File: config.mk
export PLATFORM = sky130hd
export DESIGN_NAME = lkvc_lru
export DESIGN_NICKNAME = d
export VERILOG_FILES = /design/src/rtl/lkvc_pkg.sv /design/src/rtl/lkvc_lru.sv
export VERILOG_INCLUDE_DIRS = /design/src /design/src/rtl
export SDC_FILE = /design/constraint.sdc
export NUM_CORES = 1
export LEC_CHECK = 0
export BUFFER_PORTS_ARGS = -buffer_cell sky130_fd_sc_hd__buf_2
export CELL_PAD_IN_SITES_DETAIL_PLACEMENT = 1
export CELL_PAD_IN_SITES_GLOBAL_PLACEMENT = 2
export CORE_UTILIZATION = 44
export DETAILED_ROUTE_END_ITERATION = 8
export HOLD_SLACK_MARGIN = 0.03
export MAX_ROUTING_LAYER = met4
export PLACE_DENSITY_LB_ADDON = 0.1
export SLEW_MARGIN = 30
export SYNTH_ARGS = -nofsm -noshare
export SYNTH_HDL_FRONTEND = slang
export SYNTH_SLANG_ARGS = --single-unit
File: constraint.sdc
create_clock -name i_clk -period 4.9 [get_ports i_clk]
set_input_delay 0.245 -clock i_clk [delete_from_list [all_inputs] [get_ports i_clk]]
set_output_delay 0.245 -clock i_clk [all_outputs]
set_load 0.01 [all_outputs]
File: src/rtl/lru_key_value_cache_assert.svh
// ----------------------------------------------------------------------------
// LRU key-value cache assertion macros
// Concurrent checks that drop out of synthesis builds.
// ----------------------------------------------------------------------------
`ifndef LRU_KEY_VALUE_CACHE_ASSERT_SVH
`define LRU_KEY_VALUE_CACHE_ASSERT_SVH

`ifndef SYNTHESIS

// check that is disabled while reset is asserted
`define LKVC_ASSERT(lbl, clk, rst_n, prop, msg) \
    lbl: assert property (@(posedge clk) disable iff (!rst_n) prop) \
        else $error(msg);

// check that also holds during reset
`define LKVC_ASSERT_ALWAYS(lbl, clk, prop, msg) \
    lbl: assert property (@(posedge clk) prop) \
        else $error(msg);

`else

`define LKVC_ASSERT(lbl, clk, rst_n, prop, msg)
`define LKVC_ASSERT_ALWAYS(lbl, clk, prop, msg)

`endif

`endif

File: src/rtl/lkvc_pkg.sv
// ----------------------------------------------------------------------------
// LRU key-value cache package
// Sizes, derived widths and the request/response bundle of the recency list.
// ----------------------------------------------------------------------------
package lkvc_pkg;

    localparam int KEY_BITS   = 14;
    localparam int ENTRIES    = 16;
    localparam int VALUE_BITS = 32;

    localparam int SLOT_BITS = (ENTRIES > 1) ? $clog2(ENTRIES) : 1;
    localparam int OCC_BITS  = $clog2(ENTRIES + 1);
    localparam int CAP_BITS  = 5;
    localparam int EFF_BITS  = (CAP_BITS > OCC_BITS) ? CAP_BITS : OCC_BITS;

    localparam int MAP_DEPTH = 2 ** KEY_BITS;
    localparam int MAP_BITS  = SLOT_BITS + 1;   // {valid, slot}

    localparam logic [CAP_BITS-1:0] CAP_RESET = CAP_BITS'(16);

    typedef logic [KEY_BITS-1:0]   t_key;
    typedef logic [VALUE_BITS-1:0] t_value;
    typedef logic [SLOT_BITS-1:0]  t_slot;

    // one item's recency update, issued once the key map has been read
    typedef struct packed {
        logic                valid;
        logic                hit;
        logic                put;
        t_slot               slot;      // slot from the key map, meaningful on hit
        logic [CAP_BITS-1:0] capacity;
    } t_lru_req;

    typedef struct packed {
        t_slot slot;    // slot the item works on
        logic  evict;   // least recent entry is replaced
    } t_lru_rsp;

endpackage

File: src/rtl/lkvc_lru.sv
// ----------------------------------------------------------------------------
// LRU recency list
// Doubly linked slot list, head/tail pointers and occupancy; picks the slot.
// ----------------------------------------------------------------------------
module lkvc_lru (
    input  logic               i_clk,
    input  logic               i_rst_n,
    input  lkvc_pkg::t_lru_req i_req,
    output lkvc_pkg::t_lru_rsp o_rsp
);

`include "lru_key_value_cache_assert.svh"

    lkvc_pkg::t_slot r_newer [lkvc_pkg::ENTRIES];
    lkvc_pkg::t_slot r_older [lkvc_pkg::ENTRIES];
    lkvc_pkg::t_slot r_mru;
    lkvc_pkg::t_slot r_lru;
    logic [lkvc_pkg::OCC_BITS-1:0] r_occ;

    logic [lkvc_pkg::EFF_BITS-1:0] cap_ext;
    logic [lkvc_pkg::EFF_BITS-1:0] eff_cap;
    logic                          full;
    logic                          cnt_zero;
    lkvc_pkg::t_slot               slot;
    lkvc_pkg::t_slot               nw;
    lkvc_pkg::t_slot               od;

    always_comb begin
        cap_ext = lkvc_pkg::EFF_BITS'(i_req.capacity);
        if (cap_ext == '0) begin
            eff_cap = lkvc_pkg::EFF_BITS'(1);
        end else if (cap_ext > lkvc_pkg::EFF_BITS'(lkvc_pkg::ENTRIES)) begin
            eff_cap = lkvc_pkg::EFF_BITS'(lkvc_pkg::ENTRIES);
        end else begin
            eff_cap = cap_ext;
        end
        full = (lkvc_pkg::EFF_BITS'(r_occ) >= eff_cap) && (r_occ != '0);

        if (i_req.hit) begin
            slot = i_req.slot;
        end else if (full) begin
            slot = r_lru;
        end else begin
            slot = r_occ[lkvc_pkg::SLOT_BITS-1:0];
        end

        nw = r_newer[slot];
        od = r_older[slot];
        // list is empty after an eviction, before the new slot is linked
        cnt_zero = full ? (r_occ == lkvc_pkg::OCC_BITS'(1)) : (r_occ == '0);
    end

    assign o_rsp.slot  = slot;
    assign o_rsp.evict = !i_req.hit && i_req.put && full;

    // pointers and occupancy
    always_ff @(posedge i_clk) begin
        if (!i_rst_n) begin
            r_mru <= '0;
            r_lru <= '0;
            r_occ <= '0;
        end else if (i_req.valid) begin
            if (i_req.hit) begin
                if (slot != r_mru) begin
                    if (slot == r_lru) begin
                        r_lru <= nw;
                    end
                    r_mru <= slot;
                end
            end else if (i_req.put) begin
                r_mru <= slot;
                if (cnt_zero) begin
                    r_lru <= slot;
                end else if (full) begin
                    r_lru <= nw;
                end
                if (!full) begin
                    r_occ <= r_occ + 1'b1;
                end
            end
        end
    end

    // link arrays: no reset, an entry is read only after it is written
    always_ff @(posedge i_clk) begin
        if (i_req.valid) begin
            if (i_req.hit) begin
                if (slot != r_mru) begin
                    if (slot != r_lru) begin
                        r_newer[od] <= nw;
                        r_older[nw] <= od;
                    end
                    r_older[slot]  <= r_mru;
                    r_newer[r_mru] <= slot;
                end
            end else if (i_req.put && !cnt_zero) begin
                r_older[slot]  <= r_mru;
                r_newer[r_mru] <= slot;
            end
        end
    end

    `LKVC_ASSERT(a_occ_bound, i_clk, i_rst_n, r_occ <= lkvc_pkg::OCC_BITS'(lkvc_pkg::ENTRIES), "occupancy above entry count")
    `LKVC_ASSERT(a_evict_nonempty, i_clk, i_rst_n, i_req.valid && o_rsp.evict |-> r_occ != '0, "eviction from empty list")
    `LKVC_ASSERT(a_mru_follows, i_clk, i_rst_n, i_req.valid && (i_req.hit || i_req.put) |=> r_mru == $past(o_rsp.slot), "touched slot is not most recent")

endmodule

==> impl_metrics.json <==
{
  "grt_pass1_vias": 6573,
  "htreeDepth": 4,
  "clockRootBuffer": "clkbuf_16",
  "initial_utilization_pct": 45.3,
  "vias": 6163,
  "post-route-util_pct": 51.0,
  "wl_microns": 25100,
  "multiInputGateArea_sq_um": 4100,
  "cp_max_fo": 36,
  "arrival_ns": 4.57,
  "outcome": "finished clean",
  "diodes": 0,
  "worst_pin_slew_ns": 0.898,
  "cts.path.max_buffers": 2,
  "ant_nets": 0,
  "clock-sinks": 141,
  "dp_slack_ns": 0.264,
  "viasPerCell": 5.94,
  "rsz0062_at_grt": "false",
  "core_area_sq_um": 18800,
  "slew_headroom_pct": 39.7,
  "dp_cells": 1006,
  "hp-class": "in2reg",
  "globalRouteTotalUtil_pct": 27.6,
  "fillers": 1983,
  "areaGrowthSynthToFinish_pct": 12.6,
  "finalSetupViolCount": 0,
  "finalCriticalPeriod_ns": 4.44,
  "yosysUniqueCellTypes": 59,
  "critPathKind": "reg2reg",
  "cts_tree": "yes",
  "fin_hold_ws_ns": 0.191,
  "fin_cells": 1038,
  "drt_drc_violations_left": 0,
  "synthArstFlopShare_pct": 0,
  "worst_hold_path.num_cells": 2,
  "design.portCount": 19,
  "synth_area_sq_um": 8530,
  "synth.top_cells.by_area": "edfxtp_1 45%, mux2_2 11%, mux2i_1 7.2%",
  "fmax_mhz": 225,
  "final_common_cell": "edfxtp_1",
  "leakage_nw": 3.36,
  "syn_area_per_cell_sq_um": 11.3,
  "ir_drop_mv": 0.287,
  "max_stage_delay_ns": 0.51,
  "drt-initial-drc-count": 429,
  "wire_per_inst_microns": 24.2,
  "reg2regPathDepth": 12,
  "grt_overflow": 0,
  "syn_inst": 755,
  "rows": 50,
  "grt_max_degree": 67,
  "port_buffers": 18,
  "numCtsBuffers": 17,
  "hold_viol_final": 0,
  "endpoint_kind": "register",
  "ctsHoldBuffers": 0,
  "yosysSeqAreaShare_pct": 48.1,
  "cts_setup_buffers": 0,
  "synth_seq_cells": 141,
  "min_to": "r_mru[3]",
  "post_dp_cell_area_sq_um": 9010,
  "synth.largest_area_cell": "edfxtp_1",
  "ctsResizeCount": 0,
  "die-area_sq_um": 20000,
  "start_kind": "register",
  "clk_latency_ns": 0.43,
  "report.final.slew_viol_count": 0,
  "dieWidth_microns": 141,
  "hold_start": "i_rst_n",
  "synth_edf_count": 128,
  "dpl.hpwl_microns": 17000,
  "powerDensity_nw_per_um2": 359,
  "syn-num-nets": 777,
  "maxCapViolations": 0,
  "reg2reg_to": "r_older[4][3]",
  "crit_chain": "inv_1 -> ha_1 -> nor4b_4 -> o311ai_1 -> o31ai_4 -> inv_2 -> buf_12 -> mux2i_1 -> a221oi_1 -> nor4_4 -> nor2b_1 -> a21o_1",
  "die_h_microns": 141,
  "finalCritPeriodShare_pct": 90.6,
  "cp_slowest_cell": "nor2b_1",
  "drive_above_1_share_pct": 28.9,
  "synth_flop_cell": "edfxtp_1",
  "finalWeightedCongestion": 0.842,
  "finalNetCount": 787,
  "yosysWarnings": 0,
  "fin_area_sq_um": 9610,
  "power_mw": 3.45,
  "skew_ns": 0.00952,
  "worstPathRequired_ns": 5.03,
  "rrSetupSlack_ns": 0.46,
  "register_area_sq_um": 4110,
  "antenna_found_initial": 0,
  "clkTransAtPathRegs_ns": 0.06,
  "yosys.area.top_type_share_pct": 45.1,
  "r2r-start": "r_occ[1]",
  "drt-pass1-iter-count": 5,
  "final_cell_mix": "128 x edfxtp_1, 123 x nand2_1, 81 x mux2_2",
  "setup_tns_ns": 0,
  "grt_pass1_wl_microns": 39300,
  "final.setup.worst_slack_ns": 0.461
}
synth_stat cells (3+ instances only):
master,instances
mux2_2,81
a211oi_1,3
a21o_1,15
nand4_1,5
a32o_1,3
dfxtp_1,13
buf_2,27
nor4_4,10
o21bai_1,8
xnor2_1,9
buf_4,8
nand2b_1,10
a31o_2,13
and3_1,5
nor2_1,22
clkbuf_1,23
nor2b_1,10
and2_1,6
nor3_1,14
nand3_1,49
mux2i_1,61
ha_1,8
a31oi_1,7
a221oi_1,4
inv_1,9
edfxtp_1,128
nand2_1,123
buf_1,3
a22oi_1,4
nor4_2,7
a21oi_1,18
nor3b_1,3
a311o_1,3
nor3_2,9
area by class of cell:
| type | count | area share, % |
|---|---|---|
| clock inverter | 14 | 1.77 |
| sequential | 141 | 42.7 |
| clock buffer | 18 | 4.47 |
| multi-input combinational | 540 | 42.7 |
| timing repair buffer | 54 | 4.53 |
| tap | 260 | 3.38 |
| inverter | 11 | 0.430 |
power by group:
group,switching [mW],internal [mW]
Combinational,0.430,0.262
Clock,0.541,0.801
Sequential,0.0193,1.39
Total,0.990,2.46
layer usage:
metal	up-vias	track usage [%]	wire length [microns]
met2	123	45.6	12400
met4	0	7.09	397
li1	2832	-	-
met5	-	-	0
met3	34	4.22	863
met1	3174	35.4	11400
worst max-delay path: cells and delay by family, from the launching register on:
family | cells | cell delay [ns]
AOI/OAI and AO/OA | 4 | 1.12
adders and majority gates | 1 | 0.23
and+or+nand+nor | 3 | 1.11
DFF | 1 | 0.46
buffers and inverters | 3 | 0.88
muxes | 1 | 0.27
cell families after synthesis:
family	after synthesis	synth area share, %
muxes	142	17.8
DFF	141	48.1
buffers and inverters	74	4.18
xor gates and xnor gates	11	1.13
adders and majority gates	8	1.17
and+or+nand+nor	284	18.9
AOI/OAI and AO/OA	95	8.65
sequential cells by signal (all words and copies together), names as in the netlist:
name / cells
r_newer: 64
r_occ: 5
r_older: 64
r_lru: 4
r_mru: 4
worst max path at each step:
stage / start / endpoint / slack, ns
detailed placement: i_req[1] / r_older[7][0] / 0.26
global placement: i_req[1] / r_older[7][0] / 0.43
finish: r_occ[1] / r_older[4][3] / 0.46
CTS: r_occ[1] / r_older[4][3] / 0.44
global route: r_occ[1] / r_newer[12][3] / 0.16
floorplan: r_occ[0] / r_newer[14][1] / 1.17
(Power assumes the default switching activity.)
